[src/design/ntpf_pkg.sv]
package ntpf_pkg;

  // Default neighbour table depth
  localparam int TABLE_DEPTH_DEF = 32;

  // Fixed field widths
  localparam int ADDR_W   = 16;
  localparam int TYPE_W   = 8;
  localparam int SIG_W    = 8;
  localparam int ACT_W    = 4;
  localparam int OIDX_W   = 5;
  localparam int OCNT_W   = 6;
  localparam int CFG_IX_W = 3;
  localparam int CFG_D_W  = 16;

  // Strength used for list-entry adds: always passes the threshold
  localparam logic signed [SIG_W-1:0] LIST_ADD_STRENGTH = 8'sd127;

  // Operations
  localparam logic OP_PACKET = 1'b0;
  localparam logic OP_CLEAR  = 1'b1;

  // Result action codes
  typedef enum logic [ACT_W-1:0] {
    ACT_ADDED     = 4'd0,
    ACT_KNOWN     = 4'd1,
    ACT_WEAK      = 4'd2,
    ACT_FULL      = 4'd3,
    ACT_NO_MATCH  = 4'd4,
    ACT_IGNORED   = 4'd5,
    ACT_VALUES    = 4'd6,
    ACT_CLOCK     = 4'd7,
    ACT_NOT_NEIGH = 4'd8,
    ACT_UNKNOWN   = 4'd9,
    ACT_CLEARED   = 4'd10
  } action_t;

  // Configuration register indexes
  typedef enum logic [CFG_IX_W-1:0] {
    CFG_OWN_ADDR    = 3'd0,
    CFG_MIN_SIGNAL  = 3'd1,
    CFG_TYPE_DISC   = 3'd2,
    CFG_TYPE_NEIGH  = 3'd3,
    CFG_TYPE_VALUES = 3'd4,
    CFG_TYPE_CLOCK  = 3'd5
  } cfg_reg_t;

  // Configuration reset values
  localparam logic [ADDR_W-1:0]        OWN_ADDR_RST    = 16'd0;
  localparam logic signed [SIG_W-1:0]  MIN_SIGNAL_RST  = 8'sh80;
  localparam logic [TYPE_W-1:0]        TYPE_DISC_RST   = 8'd0;
  localparam logic [TYPE_W-1:0]        TYPE_NEIGH_RST  = 8'd1;
  localparam logic [TYPE_W-1:0]        TYPE_VALUES_RST = 8'd2;
  localparam logic [TYPE_W-1:0]        TYPE_CLOCK_RST  = 8'd3;

  // Request payload
  typedef struct packed {
    logic                     operation;
    logic [ADDR_W-1:0]        source_address;
    logic [TYPE_W-1:0]        packet_type;
    logic signed [SIG_W-1:0]  signal_strength;
    logic [ADDR_W-1:0]        list_entry;
    logic                     entry_last;
  } in_item_t;

  // Result payload
  typedef struct packed {
    logic [ACT_W-1:0]  action;
    logic [OIDX_W-1:0] neighbour_index;
    logic [OCNT_W-1:0] neighbour_count;
  } out_item_t;

  // Controller states
  typedef enum logic [1:0] {
    ST_IDLE,
    ST_SCAN,
    ST_FINISH
  } state_t;

  // Controller to datapath commands
  typedef struct packed {
    logic load;
    logic scan_en;
    logic finish;
  } ctrl_cmd_t;

  // Datapath to controller status
  typedef struct packed {
    logic scan_done;
  } dp_stat_t;

endpackage

[src/design/ntpf_ram.sv]
module ntpf_ram #(
  parameter int WIDTH = 16,
  parameter int DEPTH = 32,
  localparam int AW = (DEPTH > 1) ? $clog2(DEPTH) : 1
) (
  input  logic             clk,
  input  logic             we,
  input  logic [AW-1:0]    waddr,
  input  logic [WIDTH-1:0] wdata,
  input  logic [AW-1:0]    raddr,
  output logic [WIDTH-1:0] rdata
);

  logic [WIDTH-1:0] mem [DEPTH];
  logic [WIDTH-1:0] rdata_r;

  // One write port, one registered read port
  always_ff @(posedge clk) begin
    if (we) begin
      mem[waddr] <= wdata;
    end
    rdata_r <= mem[raddr];
  end

  assign rdata = rdata_r;

endmodule

[src/design/ntpf_ctrl.sv]
module ntpf_ctrl (
  input  logic                clk,
  input  logic                rst_n,
  input  logic                start,
  output logic                busy,
  input  ntpf_pkg::dp_stat_t  stat,
  output ntpf_pkg::ctrl_cmd_t cmd
);

  import ntpf_pkg::*;

  state_t state_r, state_nxt;

  always_ff @(posedge clk) begin
    if (!rst_n) begin
      state_r <= ST_IDLE;
    end else begin
      state_r <= state_nxt;
    end
  end

  // Next state
  always_comb begin
    state_nxt = state_r;
    case (state_r)
      ST_IDLE: begin
        if (start) state_nxt = ST_SCAN;
      end
      ST_SCAN: begin
        if (stat.scan_done) state_nxt = ST_FINISH;
      end
      ST_FINISH: begin
        state_nxt = ST_IDLE;
      end
      default: state_nxt = ST_IDLE;
    endcase
  end

  // Outputs
  always_comb begin
    cmd  = '0;
    busy = 1'b1;
    case (state_r)
      ST_IDLE: begin
        busy     = 1'b0;
        cmd.load = start;
      end
      ST_SCAN: begin
        cmd.scan_en = 1'b1;
      end
      ST_FINISH: begin
        cmd.finish = 1'b1;
      end
      default: begin
        busy = 1'b1;
      end
    endcase
  end

endmodule

[src/design/ntpf_dp.sv]
module ntpf_dp #(
  parameter int TABLE_DEPTH = ntpf_pkg::TABLE_DEPTH_DEF
) (
  input  logic                          clk,
  input  logic                          rst_n,
  input  ntpf_pkg::ctrl_cmd_t           cmd,
  output ntpf_pkg::dp_stat_t            stat,
  input  ntpf_pkg::in_item_t            in_data,
  output logic                          out_valid,
  output ntpf_pkg::out_item_t           out_data,
  input  logic                          cfg_we,
  input  logic [ntpf_pkg::CFG_IX_W-1:0] cfg_index,
  input  logic [ntpf_pkg::CFG_D_W-1:0]  cfg_data
);

  import ntpf_pkg::*;

  localparam int AW = (TABLE_DEPTH > 1) ? $clog2(TABLE_DEPTH) : 1;
  localparam int CW = $clog2(TABLE_DEPTH + 1);
  localparam logic [CW-1:0] FULL_CNT = CW'(TABLE_DEPTH);

  // Configuration registers
  logic [ADDR_W-1:0]       own_addr_r;
  logic signed [SIG_W-1:0] min_signal_r;
  logic [TYPE_W-1:0]       type_disc_r, type_neigh_r, type_values_r, type_clock_r;

  // Table state
  logic [CW-1:0] count_r, count_nxt;
  logic          ended_r, ended_nxt;

  // Request and scan registers
  in_item_t      item_r;
  logic [CW-1:0] scan_idx_r, scan_idx_nxt;
  logic [AW-1:0] cmp_idx_r, cmp_idx_nxt;
  logic          rd_pend_r, rd_pend_nxt;
  logic          found_r, found_nxt;
  logic [AW-1:0] found_idx_r, found_idx_nxt;

  // Result registers
  logic      out_valid_r;
  out_item_t out_data_r, out_data_nxt;

  // Table memory
  logic              ram_we;
  logic [ADDR_W-1:0] ram_rdata;
  logic              hit;
  logic              more;

  ntpf_ram #(
    .WIDTH(ADDR_W),
    .DEPTH(TABLE_DEPTH)
  ) u_table (
    .clk  (clk),
    .we   (ram_we),
    .waddr(count_r[AW-1:0]),
    .wdata(item_r.source_address),
    .raddr(scan_idx_r[AW-1:0]),
    .rdata(ram_rdata)
  );

  // Configuration writes
  always_ff @(posedge clk) begin
    if (!rst_n) begin
      own_addr_r    <= OWN_ADDR_RST;
      min_signal_r  <= MIN_SIGNAL_RST;
      type_disc_r   <= TYPE_DISC_RST;
      type_neigh_r  <= TYPE_NEIGH_RST;
      type_values_r <= TYPE_VALUES_RST;
      type_clock_r  <= TYPE_CLOCK_RST;
    end else if (cfg_we) begin
      case (cfg_index)
        CFG_OWN_ADDR:    own_addr_r    <= cfg_data;
        CFG_MIN_SIGNAL:  min_signal_r  <= cfg_data[SIG_W-1:0];
        CFG_TYPE_DISC:   type_disc_r   <= cfg_data[TYPE_W-1:0];
        CFG_TYPE_NEIGH:  type_neigh_r  <= cfg_data[TYPE_W-1:0];
        CFG_TYPE_VALUES: type_values_r <= cfg_data[TYPE_W-1:0];
        CFG_TYPE_CLOCK:  type_clock_r  <= cfg_data[TYPE_W-1:0];
        default: ;
      endcase
    end
  end

  // Serial search: one read issued and one compare per cycle
  assign more = (scan_idx_r < count_r);
  assign hit  = rd_pend_r && (ram_rdata == item_r.source_address);
  assign stat.scan_done = hit || (!rd_pend_r && !more);

  always_comb begin
    scan_idx_nxt  = scan_idx_r;
    cmp_idx_nxt   = cmp_idx_r;
    rd_pend_nxt   = rd_pend_r;
    found_nxt     = found_r;
    found_idx_nxt = found_idx_r;
    if (cmd.load) begin
      scan_idx_nxt = '0;
      rd_pend_nxt  = 1'b0;
      found_nxt    = 1'b0;
    end else if (cmd.scan_en) begin
      if (hit) begin
        found_nxt     = 1'b1;
        found_idx_nxt = cmp_idx_r;
      end
      rd_pend_nxt = more && !hit;
      cmp_idx_nxt = scan_idx_r[AW-1:0];
      if (more) scan_idx_nxt = scan_idx_r + 1'b1;
    end
  end

  // Classification and table update
  always_comb begin
    logic                    is_disc;
    logic                    is_neigh;
    logic                    add_req;
    logic signed [SIG_W-1:0] add_str;
    logic [ACT_W-1:0]        act;
    logic [AW-1:0]           idx;
    logic [AW+OIDX_W-1:0]    idx_ext;
    logic [CW+OCNT_W-1:0]    cnt_ext;

    is_disc  = (item_r.packet_type == type_disc_r);
    is_neigh = !is_disc && (item_r.packet_type == type_neigh_r);
    add_req  = 1'b0;
    add_str  = is_disc ? item_r.signal_strength : LIST_ADD_STRENGTH;
    act      = ACT_UNKNOWN;
    idx      = '0;
    ram_we   = 1'b0;
    count_nxt = count_r;
    ended_nxt = ended_r;

    if (item_r.operation == OP_CLEAR) begin
      act       = ACT_CLEARED;
      count_nxt = '0;
      ended_nxt = 1'b0;
    end else if (is_disc) begin
      ended_nxt = 1'b0;
      add_req   = 1'b1;
    end else if (is_neigh) begin
      if (ended_r) begin
        act = ACT_IGNORED;
      end else if (item_r.list_entry == '0) begin
        ended_nxt = 1'b1;
        act       = ACT_IGNORED;
      end else if (item_r.list_entry == own_addr_r) begin
        add_req = 1'b1;
      end else begin
        act = ACT_NO_MATCH;
      end
      if (item_r.entry_last) ended_nxt = 1'b0;
    end else begin
      ended_nxt = 1'b0;
      if (!found_r) begin
        act = ACT_NOT_NEIGH;
      end else begin
        idx = found_idx_r;
        if (item_r.packet_type == type_values_r) act = ACT_VALUES;
        else if (item_r.packet_type == type_clock_r) act = ACT_CLOCK;
        else act = ACT_UNKNOWN;
      end
    end

    // Add the source to the table
    if (add_req) begin
      if (item_r.source_address == '0) begin
        act = ACT_NOT_NEIGH;
      end else if (add_str < min_signal_r) begin
        act = ACT_WEAK;
      end else if (found_r) begin
        act = ACT_KNOWN;
        idx = found_idx_r;
      end else if (count_r >= FULL_CNT) begin
        act = ACT_FULL;
      end else begin
        act       = ACT_ADDED;
        idx       = count_r[AW-1:0];
        ram_we    = cmd.finish;
        count_nxt = count_r + 1'b1;
      end
    end

    idx_ext = {{OIDX_W{1'b0}}, idx};
    cnt_ext = {{OCNT_W{1'b0}}, count_nxt};
    out_data_nxt.action          = act;
    out_data_nxt.neighbour_index = idx_ext[OIDX_W-1:0];
    out_data_nxt.neighbour_count = cnt_ext[OCNT_W-1:0];
  end

  // Control registers
  always_ff @(posedge clk) begin
    if (!rst_n) begin
      count_r     <= '0;
      ended_r     <= 1'b0;
      rd_pend_r   <= 1'b0;
      found_r     <= 1'b0;
      out_valid_r <= 1'b0;
    end else begin
      rd_pend_r   <= rd_pend_nxt;
      found_r     <= found_nxt;
      out_valid_r <= cmd.finish;
      if (cmd.finish) begin
        count_r <= count_nxt;
        ended_r <= ended_nxt;
      end
    end
  end

  // Payload registers
  always_ff @(posedge clk) begin
    if (cmd.load) item_r <= in_data;
    scan_idx_r  <= scan_idx_nxt;
    cmp_idx_r   <= cmp_idx_nxt;
    found_idx_r <= found_idx_nxt;
    if (cmd.finish) out_data_r <= out_data_nxt;
  end

  assign out_valid = out_valid_r;
  assign out_data  = out_data_r;

endmodule

[src/design/neighbour_table_packet_filter.sv]
// A taken request runs a serial search of the stored neighbours until a match or
// the last stored entry (one entry read and compared per cycle from the table
// memory), then its result shows on out_valid. A new request is taken only once
// the last one is through; busy drops as the result shows.
// Reset (rst_n low, synchronous) empties the table, clears the list state and
// loads the register defaults; no clearing pass is needed. Results cannot stall.
module neighbour_table_packet_filter #(
  parameter int TABLE_DEPTH = ntpf_pkg::TABLE_DEPTH_DEF
) (
  input  logic                          clk,
  input  logic                          rst_n,
  input  logic                          start,
  output logic                          busy,
  input  ntpf_pkg::in_item_t            in_data,
  output logic                          out_valid,
  output ntpf_pkg::out_item_t           out_data,
  input  logic                          cfg_we,
  input  logic [ntpf_pkg::CFG_IX_W-1:0] cfg_index,
  input  logic [ntpf_pkg::CFG_D_W-1:0]  cfg_data
);

  import ntpf_pkg::*;

  ctrl_cmd_t cmd;
  dp_stat_t  stat;

  ntpf_ctrl u_ctrl (
    .clk  (clk),
    .rst_n(rst_n),
    .start(start),
    .busy (busy),
    .stat (stat),
    .cmd  (cmd)
  );

  ntpf_dp #(
    .TABLE_DEPTH(TABLE_DEPTH)
  ) u_dp (
    .clk      (clk),
    .rst_n    (rst_n),
    .cmd      (cmd),
    .stat     (stat),
    .in_data  (in_data),
    .out_valid(out_valid),
    .out_data (out_data),
    .cfg_we   (cfg_we),
    .cfg_index(cfg_index),
    .cfg_data (cfg_data)
  );

endmodule

[config.mk]
export PLATFORM = sky130hd
export DESIGN_NAME = neighbour_table_packet_filter
export DESIGN_NICKNAME = d
export VERILOG_FILES = /design/src/design/ntpf_pkg.sv /design/src/design/ntpf_ram.sv /design/src/design/ntpf_ctrl.sv /design/src/design/ntpf_dp.sv /design/src/design/neighbour_table_packet_filter.sv
export SDC_FILE = /design/constraint.sdc
export NUM_CORES = 1
export LEC_CHECK = 0
export BUFFER_PORTS_ARGS = -buffer_cell sky130_fd_sc_hd__buf_4
export CORE_ASPECT_RATIO = 1.25
export CORE_MARGIN = 3
export CORE_UTILIZATION = 51
export DETAILED_ROUTE_END_ITERATION = 10
export PLACE_DENSITY = 0.71
export SLEW_MARGIN = 20
export SYNTH_ARGS = -nofsm -noshare
export SYNTH_HDL_FRONTEND = slang
export SYNTH_SLANG_ARGS = --single-unit
[constraint.sdc]
create_clock -name clk -period 11.8 [get_ports clk]
set_clock_uncertainty 0.05 [all_clocks]
set_input_delay 2.36 -clock clk [delete_from_list [all_inputs] [get_ports clk]]
set_output_delay 2.36 -clock clk [all_outputs]
set_load 0.01 [all_outputs]
* Word level (Yosys, flattened, before mapping)
Memory sizes are Yosys's and may differ from the RTL's. A register that Yosys moved wholly into a read port is not among the register bits.
Index checks and enable logic that the tools add are counted.
W data, S select, Z words.
** Word-level totals
- Register bits after elaboration :: 149
- RAM bits :: 512
- Input port bits :: 73
- Output and inout port bits :: 17
- Memories :: 1
- Logic and storage cells :: 128
** Memory list
- u_dp.u_table.mem :: words 32, width 16, read ports 1, clocked after memory_dff 1, write ports 1, RTL line ntpf_ram.sv:14 : logic [WIDTH-1:0] mem [DEPTH];
** Operators by class
- Order comparisons :: 3
- Add/sub/neg operators :: 2
- Multiplexer cells :: 56
- Bitwise gates (word level) :: 2
- Equal/unequal tests :: 15
- Reductions and logical operators :: 25
** Operators by type and width (number)
- $mux W4 :: 13
- $mux W5 :: 9
- $mux W6 :: 6
- $eq A16 B16 Y1 :: 2
- $eq A8 B8 Y1 :: 4
- $logic_not A16 Y1 :: 2
- $mux W1 :: 23
- $reduce_and A2 Y1 :: 10
- $add A6 B1 Y6 const B :: 2
- $lt A8 B8 Y1 :: 1
- $mux W8 :: 1
- $eq A3 B2 Y1 const B :: 2
- $eq A3 B3 Y1 const B :: 2
- $ge A6 B6 Y1 const B :: 1
- $lt A6 B6 Y1 :: 1
- $mux W2 :: 3
- $logic_and A1 B1 Y1 :: 4
- $logic_not A1 Y1 :: 4
- $ne A2 B2 Y1 const B :: 2
- $pmux W2 S2 :: 1
- $eq A3 B1 Y1 const B :: 1
- $logic_not A3 Y1 :: 1
- $reduce_and A3 Y1 :: 1
- $eq A2 B1 Y1 const B :: 1
- other kinds (5) :: 6

* Depth between registers and ports, before layout
Gate-level depths: netlist of run 1.
- Depth after elaboration :: 11
- Depth in mapped cells :: 15
- Gate-level depth less buffers :: 12

* Cells and area by module
Synthesis of run 1 repeated with hierarchy kept, for this count alone.
** Second synthesis, totals
- Cell total of the unflattened synthesis :: 1790
- Area, all modules :: 27393.8 µm²
** By module, submodules not included
- ntpf_ram :: cells an instance 1143, area an instance 20534.7 µm², instances 1, seq. area each 15695.1 µm²
- ntpf_dp :: cells an instance 634, area an instance 6735.2 µm², instances 1, seq. area each 3693.5 µm²
- ntpf_ctrl :: cells an instance 13, area an instance 123.9 µm², instances 1, seq. area each 40.0 µm²

* Worst setup path after synthesis of run 1
Ideal clock, no wire load.
- Path kind :: input -> register
- Start :: in start
- End :: reg u_dp.item_r[0] (netlist name), enable pin
- Data arrival time :: 3.498 ns
- Required time :: 11.346 ns
- Setup slack :: 7.848 ns
- Stages on the path :: 2
- Cells stage by stage :: nand2_1 > inv_1
** RTL lines
- start: declaration :: RTL line neighbour_table_packet_filter.sv:12 : input logic start,
- end signal: assignment :: RTL line ntpf_dp.sv:208 : if (cmd.load) item_r <= in_data;
- end: declaration :: RTL line ntpf_dp.sv:32 : in_item_t item_r;

* Worst setup path after layout of run 1
- Start :: reg u_dp.item_r[30] (netlist name)
- End :: mem u_dp.u_table.mem[6][4], enable pin
** On the way
- Cells in the longest elaborated chain, start to end :: 9
- Elaborated cells on any way between the ends :: 14
** Ends and longest elaborated chain
- parallel branches: the longest is 6 deep, another holds $lt A8 B8 Y1
- $mux W1 (*) :: RTL line ntpf_dp.sv:162 : if (add_req) begin
- $mux W1 (*) :: RTL line ntpf_ram.sv:19 : if (we) begin
- $mux W1 (not written as such) (*) :: RTL line ntpf_ram.sv:20 : mem[waddr] <= wdata;
- end: declaration :: RTL line ntpf_ram.sv:14
Every way passes the cells marked *.

==> impl_results.md, run 1 <==
* Post-synth EDFFs at 587
* Slowest stage delay, CP at 0.91 ns
* Largest net degree at the start of global routing at 104
* Setup_tns at 0 ns
* Gr usage total at 22.45%
* CTS Hold Buffers Added at 0
* Drc violations at 0
* Worst-Margin Slew at 1.081 ns
* Placed inst area at 27,800 um2
* H-tree lvl count at 2
* Synth cell types at 51
* Synth top area share at 66.73%
* Post-CTS resize count at 0
* IO Port Bufs at 89
* Fill cells at 3,679
* Synth area leader: edfxtp_1
* DR iter-0 viols at 1,343
* Total Nets Final at 1,612
* Vias in the first global route at 13,810
* Relative slew slack at 27.83%
* Tcrit/Tclk final at 42.73%
* Die W at 209.6 um
* CP Cell Sequence: xnor2_1 > nand4_1 > or3_1 > ha_1 > inv_1 > o21ai_0 > a21oi_1 > a31oi_2 > and4_1 > nand3_2 > nor2_2
* TritonRoute pass-1 iters at 6
* I/O Pins at 90
* Final Max Slew Viols at 0
* Fin crit period at 5.042 ns
* Top_reg_cell synth: edfxtp_1
* Remaining Overflow, GRT at 0
* WS Path Type: reg -> reg
* Fin area at 29,860 um2
* PwrDens at 159.1 nW/um2
* Net count after synthesis at 1,512
* Adder-cell share of the synthesized area at 0.8052%
* Worst path required time at 11.97 ns
* Wire length per cell at 27.17 um
* Layout cells sized above 1 at 27.35%
* Hold Vio Cnt, Final at 0
* Max Clk Rate at 198.3 MHz
* Clock latency on the worst-skew pair at 0.60 ns
* Mapped Cells at 1,422
* Maximum root-to-sink buffer count at 3
* Max IR drop VDD at 0.0001626 V
* Vias at 13,530
* Drt total wl at 60.60 mm
* Initial antenna violation count at 0
* Die Y-Extent at 260.4 um
* Clk sink count at 677
* # diodes at 0
* Area Overhead vs Synth at 13.04%
* CP Max Fanout at 19
* Min-delay worst type: reg -> reg
* Post-synth ARST share at 0%
* Worst setup SP type: register
* Die ar. at 54,580 um2
* First-pass GRT wire length at 90.58 mm
* Root Buffer Master: clkbuf_16
* Post-CTS Repair Setup Buffers at 0
* CTS Buf Count at 59
* Lkg Pwr at 9.172 nW
* Register area share after synthesis at 73.55%
* Post-synthesis mux area share at 14.40%
* Clk slew on worst S/H paths at 0.07 ns
* Critical path endpoint category: register
* Mean area per synthesized cell at 18.58 um2
* Synth area leaders: edfxtp_1 67%, mux4_2 14%, dfxtp_1 6.8%
* XOR/XNOR share of the synthesized area at 2.122%
* Synth Warn # at 0
* MaxCap Viol Count at 0
* Worst endpoint data arrival time at 5.21 ns
* Detail Route Antenna Nets at 0
* Status: completed
* Vias per inst at 6.068
* RSZ-0062 raised after global routing: no
* #FFs+latches synth at 677
* Simple-Gate Fraction of Synth Area at 4.756%
* Largest family of logic cells by synthesized area: multiplexers
* Setup violations, final at 0
* Post-synthesis compound-gate area fraction at 2.695%
* Core Area at 50,880 um2
* Cell Area, Synth at 26,420 um2
* CTS tree: yes
* DP Wirelength at 37.35 mm
* Slowest cell on the critical path: nor2_2
* Routability cong. at 0.9014
* Num rows at 92
* Initial Util at 51.92%
## cells in the mapped netlist, types with 3 or more instances
| cell type | count |
|---|---|
| buf_2 | 13 |
| clkbuf_1 | 41 |
| o31ai_1 | 4 |
| mux2_2 | 17 |
| buf_6 | 10 |
| a22o_1 | 5 |
| and3_1 | 3 |
| edfxtp_1 | 587 |
| dfxtp_1 | 90 |
| nor2b_1 | 3 |
| xnor2_1 | 64 |
| a21oi_1 | 63 |
| a21o_1 | 7 |
| and2_1 | 3 |
| o21ai_0 | 13 |
| nand3_1 | 28 |
| mux4_2 | 160 |
| buf_1 | 5 |
| nand4_1 | 16 |
| ha_1 | 17 |
| nand2b_1 | 5 |
| o21ai_1 | 6 |
| nor4_1 | 10 |
| o211ai_1 | 5 |
| nor3_1 | 9 |
| nor2_1 | 51 |
| inv_1 | 18 |
| nand3_2 | 4 |
| or3_1 | 6 |
| nand2_1 | 130 |
## final cells by class
class                           count  area [um2]  share of cell area, %
Timing Repair Buffer              109       850.8                  2.849
Inverter                           22       83.83                 0.2808
Multi-Input combinational cell    653        6631                  22.21
Clock buffer                       81        1727                  5.783
Clock inverter                     30       304.0                  1.018
Sequential cell                   677       19440                  65.10
Tap cell                          658       823.3                  2.757
## where the power goes
group / leakage [nW] / switching (mW) / internal, mW
registers: 6.05 / 0.0119 / 2.62
logic: 2.12 / 0.0905 / 0.0389
clock network: 1.00 / 0.832 / 1.15
## kinds of logic (layout without fill, tap and decap cells)
group                      count (synthesis)  in the layout
adders and majority gates                 17             17
muxes                                    178            178
and+or+nand+nor                          276            276
buffers and inverters                     92            242
AOI/OAI and AO/OA                        118            118
DFF                                      677            677
xor gates and xnor gates                  64             64
## state kept, by name, indices dropped and copies added (netlist names)
| register | count |
|---|---|
| u_dp.out_data | 15 |
| u_dp.type_values_r | 8 |
| u_dp.type_neigh_r | 8 |
| u_dp.found_r | 1 |
| u_dp.count_r | 6 |
| u_dp.item_r | 50 |
| u_dp.type_clock_r | 8 |
| u_ctrl.state_r | 2 |
| u_dp.cmp_idx_r | 5 |
| u_dp.type_disc_r | 8 |
| u_dp.u_table.rdata | 16 |
| u_dp.u_table.mem | 512 |
| u_dp.own_addr_r | 16 |
| u_dp.min_signal_r | 8 |
| u_dp.scan_idx_r | 6 |
| u_dp.ended_r | 1 |
| u_dp.rd_pend_r | 1 |
| u_dp.found_idx_r | 5 |
| u_dp.out_valid | 1 |
## final timing paths
kind / slack [ns] / depth (start not counted) / start / to
max: 6.76 / 11 / u_dp.item_r[30] / u_dp.u_table.mem[6][4]
min: 0.38 / 0 / u_dp.cmp_idx_r[2] / u_dp.found_idx_r[2]
max reg2reg: 6.76 / 11 / u_dp.item_r[30] / u_dp.u_table.mem[6][4]
min reg2reg: 0.38 / 0 / u_dp.cmp_idx_r[2] / u_dp.found_idx_r[2]
## layout by cell type (no fill, tap or decap), types with 8 or more instances in the layout
master and n:
mux4_2 160, clkbuf_1 10, nor4_1 10, ha_1 17
nand3_1 28, edfxtp_1 587, nand4_1 16, clkinv_1 8
dfxtp_1 86, nand2_1 130, inv_1 17, a21oi_1 63
xnor2_1 64, buf_4 107, clkbuf_16 64, nor2_2 33
clkinv_2 15, mux2_2 17, nor2_1 19, nor3_1 8
o21ai_0 13
## metal layers
metal	GRT usage [%]	vias up	part of all wire, %
met3	3.427	94	6.7
met2	38.05	589	51
met1	30.54	7026	40
met5	0	-	0
met4	6.682	0	2.9
li1	-	5823	-
## per-stage QoR
step | setup slack (ns) | util [%] | power [mW] | hold WS [ns] | std cells
2_1_floorplan | 7.848 | - | 2.742 | 0.3503 | 1422
3_3_place_gp | 6.892 | 54.63 | 2.814 | 0.3534 | 2118
3_5_place_dp | 6.772 | 54.64 | 2.817 | 0.3556 | 2118
4_1_cts | 6.759 | 58.63 | 4.780 | 0.3721 | 2229
5_1_grt | 6.307 | 58.69 | 4.881 | 0.3748 | 2230
6_report | 6.758 | 58.69 | 4.751 | 0.3778 | 2230
## critical path: cells and delay by family (launching register included)
| kind | cells | cell delay [ns] |
|---|---|---|
| simple gates | 5 | 2.95 |
| compound gates | 3 | 0.62 |
| flops | 1 | 0.47 |
| fa+ha+maj | 1 | 0.31 |
| buf+inv | 1 | 0.04 |
| xor+xnor | 1 | 0.20 |
(Power assumes the default switching activity.)
==> run 2: changes to the inputs <==
PLACE_DENSITY = 0.73   (was 0.71)
clock period = 4.4 ns   (was 11.8 ns; I/O delays follow)
==> impl_results.md, run 2 (synthesis results as in run 1) <==
* Worst Hold End: u_dp.found_idx_r[3]
* Vias per inst at 6.027
* Final setup margin at 0.1782 ns
* MaxCap Viol Count at 0
* Worst-Margin Slew at 1.075 ns
* Reg2Reg Launch Point: u_dp.item_r[26]
* CTS tree: yes
* Worst path required time at 4.63 ns
* I/O Pins at 90
* Relative slew slack at 28.23%
* Placed inst area at 28,180 um2
* TritonRoute pass-1 iters at 5
* WS Path Type: reg -> reg
* Post-CTS Repair Setup Buffers at 0
* CTS Hold Buffers Added at 0
* Clk sink count at 677
* Vias in the first global route at 13,850
* Initial Util at 51.92%
* Vias at 13,710
* CP most frequent cell: a21oi_1
* Routability cong. at 0.8928
* Final Non-Filler Cells at 2,274
* Hold Path Origin: u_dp.cmp_idx_r[3]
* Tcrit/Tclk final at 95.95%
* Slowest cell on the critical path: nand3_2
* Final Max Slew Viols at 0
* Detail Route Antenna Nets at 0
* Gr usage total at 22.46%
* Area Overhead vs Synth at 14.20%
* DR iter-0 viols at 1,506
* Most frequent cells in the layout: 587 x edfxtp_1, 160 x mux4_2, 148 x buf_4, 130 x nand2_1, 86 x dfxtp_1
* Worst Path Buf+Inv at 1
* Largest net degree at the start of global routing at 62
* Slowest stage delay, CP at 0.49 ns
* Setup violations, final at 0
* Reg2Reg Setup Slack at 0.18 ns
* CP Max Fanout at 16
* Core Area at 50,880 um2
* Family with the most delay on the worst path: simple AND/OR/NAND/NOR gates
* Dpl cells at 2,163
* Die W at 209.6 um
* Fin crit period at 4.222 ns
* Largest registers: u_dp.u_table.mem x512, u_dp.item_r x50
* First-pass GRT wire length at 90.32 mm
* Hold Vio Cnt, Final at 0
* Place WS at 0.1823 ns
* Root Buffer Master: clkbuf_16
* Drt total wl at 60.90 mm
* CP Cell Sequence: xnor2_1 > nand4_1 > or3_1 > ha_1 > a21oi_1 > o21ai_0 > a21oi_1 > a31oi_2 > and4_1 > nand3_2 > nor2_2 > buf_4
* Max Clk Rate at 236.9 MHz
* Worst Reg-to-Reg Cells at 12
* Die ar. at 54,580 um2
* Maximum root-to-sink buffer count at 3
* CTS Buf Count at 58
* Max IR drop VDD at 0.0003765 V
* Remaining Overflow, GRT at 0
* H-tree lvl count at 2
* Lkg Pwr at 9.370 nW
* Fin area at 30,170 um2
* Worst endpoint data arrival time at 4.45 ns
* IO Port Bufs at 89
* Hold Path Cell Cnt at 0
* Critical path endpoint category: register
* Num rows at 92
* Largest register by flop count: u_dp.u_table.mem
* Die Y-Extent at 260.4 um
* Post-layout util at 59.29%
* Total Nets Final at 1,655
* Wire length per cell at 26.78 um
* Worst setup SP type: register
* Initial antenna violation count at 1
* RSZ-0062 raised after global routing: yes
* Number of flip-flops in the largest register at 512
* Fill cells at 3,648
* Drc violations at 0
* Post-CTS resize count at 0
* Worst r2r dst: u_dp.u_table.mem[4][2]
* Layout cells sized above 1 at 28.69%
* Status: completed
* Min-delay worst type: reg -> reg
* DP Wirelength at 39.27 mm
* Hold_ws at 0.3872 ns
* Clk slew on worst S/H paths at 0.06 ns
* PwrDens at 419.2 nW/um2
* Clock latency on the worst-skew pair at 0.60 ns
* Commonest non-fill, non-tap cell in the layout: edfxtp_1
run 2: cell type report:
class	instances	area, um2	area share (%)
diodes	2	5.005	0.01659
flip-flops and latches	677	19440	64.44
clock inverters	26	314.1	1.041
multi-input cells	653	6631	21.98
well taps	658	823.3	2.729
repair buffers	153	1211	4.015
inverters	22	82.58	0.2738
clock buffers	83	1659	5.500
run 2: worst max-delay path by stage:
stage | start | endpoint | cells after the start
2_1_floorplan | u_dp.item_r[26] | u_dp.u_table.mem[12][0] | 13
3_3_place_gp | u_dp.item_r[26] | u_dp.u_table.mem[4][11] | 12
3_5_place_dp | u_dp.item_r[27] | u_dp.u_table.mem[20][1] | 12
4_1_cts | u_dp.item_r[26] | u_dp.u_table.mem[20][5] | 12
5_1_grt | u_dp.item_r[26] | u_dp.u_table.mem[28][7] | 12
6_report | u_dp.item_r[26] | u_dp.u_table.mem[4][2] | 12
run 2: per-stage QoR:
stage,total power [mW],TNS (ns)
after floorplan,7.354,0
after global placement,7.546,0
after detailed placement,7.555,0
after CTS,12.74,0
after global routing,13.00,-4.451
final,12.64,0
run 2: report_power, final:
| part | internal, mW | leakage [nW] | switching [mW] | total, mW |
|---|---|---|---|---|
| Sequential | 7.04 | 6.05 | 0.0551 | 7.09 |
| Clock | 3.03 | 0.952 | 2.19 | 5.23 |
| Combinational | 0.104 | 2.37 | 0.221 | 0.325 |
| Total | 10.2 | 9.37 | 2.47 | 12.6 |
run 2: routing by layer:
layer	wire length (um)	global-route usage, %
met5	13	0
met1	23470	29.94
met3	4634	4.016
met4	1659	6.477
met2	31120	38.40
run 2: worst reg2reg max path: stages, from the launching register on:
cell and delay, ns:
edfxtp_1 0.48, xnor2_1 0.20, nand4_1 0.30, or3_1 0.45
ha_1 0.30, a21oi_1 0.06, o21ai_0 0.21, a21oi_1 0.12
a31oi_2 0.25, and4_1 0.48, nand3_2 0.49, nor2_2 0.22
buf_4 0.27
==> run 3: changes to the inputs <==
BUFFER_PORTS_ARGS = not set   (was -buffer_cell sky130_fd_sc_hd__buf_4)
DONT_BUFFER_PORTS = 1   (was not set)
PLACE_DENSITY = 0.72   (was 0.73)
==> impl_results.md, run 3 (synthesis results as in run 1) <==
* Maximum root-to-sink buffer count at 3
* Place WS at 0.2465 ns
* Status: completed
* Hold Path Cell Cnt at 1
* Fin crit period at 4.173 ns
* Overall Power at 12.70 mW
* Area Overhead vs Synth at 11.80%
* Max Clk Rate at 239.6 MHz
* Num rows at 92
* Routability cong. at 0.8826
* Largest register by flop count: u_dp.u_table.mem
* Worst path required time at 4.64 ns
* Worst setup SP type: register
* I/O Pins at 90
* Setup violations, final at 0
* Remaining Overflow, GRT at 0
* RSZ-0062 raised after global routing: yes
* DP Wirelength at 38.60 mm
* Die Y-Extent at 260.4 um
* PwrDens at 430.2 nW/um2
* Clk slew on worst S/H paths at 0.06 ns
* H-tree lvl count at 2
* Worst Reg-to-Reg Cells at 12
* Min-delay worst type: in -> reg
* Drc violations at 0
* # diodes at 0
* Critical path endpoint category: register
* Drt total wl at 59.14 mm
* Number of flip-flops in the largest register at 512
* CTS Buf Count at 59
* Lkg Pwr at 8.959 nW
* Hold Path Origin: rst_n
* Final Max Slew Viols at 0
* Max IR drop VDD at 0.0003983 V
* Root Buffer Master: clkbuf_16
* Wire length per cell at 27.10 um
* Initial Util at 51.92%
* WS Path Type: reg -> reg
* Clk sink count at 677
* CP Max Fanout at 13
* Largest registers: u_dp.u_table.mem x512, u_dp.item_r x50
* Vias at 13,270
* Detail Route Antenna Nets at 0
* Core Area at 50,880 um2
* IO Port Bufs at 0
* Tcrit/Tclk final at 94.85%
* Final setup margin at 0.2268 ns
* Vias in the first global route at 13,470
* Gr usage total at 21.85%
* TritonRoute pass-1 iters at 5
* Worst endpoint data arrival time at 4.42 ns
* Relative slew slack at 30.74%
* Commonest non-fill, non-tap cell in the layout: edfxtp_1
* Worst r2r dst: u_dp.u_table.mem[3][7]
* Initial antenna violation count at 0
* Vias per inst at 6.081
* Reg2Reg Setup Slack at 0.23 ns
* Worst-Margin Slew at 1.037 ns
* Worst Hold End: u_dp.type_neigh_r[0]
* MaxCap Viol Count at 0
* Hold Vio Cnt, Final at 0
* Die ar. at 54,580 um2
* Layout cells sized above 1 at 25.26%
* CTS tree: yes
* First-pass GRT wire length at 88.56 mm
* Fill cells at 3,710
* DR iter-0 viols at 1,503
* Largest net degree at the start of global routing at 118
* Reg2Reg Launch Point: u_dp.item_r[25]
* Clock latency on the worst-skew pair at 0.60 ns
* Most frequent cells in the layout: 587 x edfxtp_1, 160 x mux4_2, 130 x nand2_1, 86 x dfxtp_1, 64 x xnor2_1
* Total Nets Final at 1,564
* Die W at 209.6 um
## run 3: cell count changes in the layout (fill, tap and decap cells not counted), moves of 2 or more
cell and change:
buf_4 -91, bufinv_16 +2, clkbuf_1 -14, clkbuf_16 -2, clkbuf_4 +2, clkinv_1 +2
clkinv_2 +7, clkinv_4 +2, clkinvlp_4 +2, diode_2 -2, nor2_2 -2, nor2_4 +2
## run 3: repair_timing
action	CTS	global route
hold endpoints to repair	0	0
setup endpoints to repair	0	188
resized for setup	0	2
hold buffers	0	0
buffers inserted	0	1
## run 3: where the power goes
part / internal [mW] / leakage (nW) / total (mW) / switching, mW
sequential: 7.04 / 6.05 / 7.08 / 0.0474
clock: 3.10 / 0.996 / 5.37 / 2.26
combinational: 0.0597 / 1.92 / 0.253 / 0.193
total: 10.2 / 8.96 / 12.7 / 2.50
## run 3: area by class of cell
class | instances | area [um2] | share of cell area [%]
clock buffer | 70 | 1585 | 5.368
clock inverter | 41 | 452.9 | 1.534
tap | 658 | 823.3 | 2.788
timing repair buffer | 61 | 508.0 | 1.720
multi-input combinational | 653 | 6641 | 22.49
inverter | 22 | 83.83 | 0.2839
sequential | 677 | 19440 | 65.82
## run 3: worst max-delay path, stage by stage, from the launching register on
cell and delay (ns):
edfxtp_1 0.48, xnor2_1 0.19, nand4_1 0.31, or3_1 0.42, ha_1 0.31, a21oi_1 0.07
o21ai_0 0.21, a21oi_1 0.12, a31oi_2 0.26, and4_1 0.40, nand3_2 0.41, nor2_2 0.36
buf_4 0.28
## run 3: per-layer routing
layer | wire, um | GRT usage (%)
met5 | 0 | 0
met4 | 1223 | 5.044
met3 | 4596 | 4.473
met2 | 30420 | 37.26
met1 | 22900 | 29.39
## run 3: metrics by stage
| step | area, um2 | hold slack [ns] | setup TNS, ns | util, % | std cells |
|---|---|---|---|---|---|
| floorplan | 26420 | 0.3503 | 0 | - | 1422 |
| global placement | 27470 | 0.3535 | 0 | 53.99 | 2070 |
| detailed placement | 27480 | 0.3671 | 0 | 54.00 | 2070 |
| CTS | 29510 | 0.2764 | 0 | 58.01 | 2181 |
| global route | 29530 | 0.2839 | -4.472 | 58.05 | 2182 |
| finish | 29530 | 0.3035 | 0 | 58.05 | 2182 |
## run 3: worst max-delay path by stage
stage,depth (start not counted),end,slack [ns],from
after global routing,12,u_dp.u_table.mem[3][4],-0.09,u_dp.item_r[25]
after detailed placement,12,u_dp.u_table.mem[3][12],0.25,u_dp.item_r[31]
after floorplan,13,u_dp.u_table.mem[12][0],0.65,u_dp.item_r[26]
after CTS,12,u_dp.u_table.mem[3][4],0.23,u_dp.item_r[31]
final,12,u_dp.u_table.mem[3][7],0.23,u_dp.item_r[25]
after global placement,13,u_dp.u_table.mem[6][11],0.33,u_dp.item_r[31]
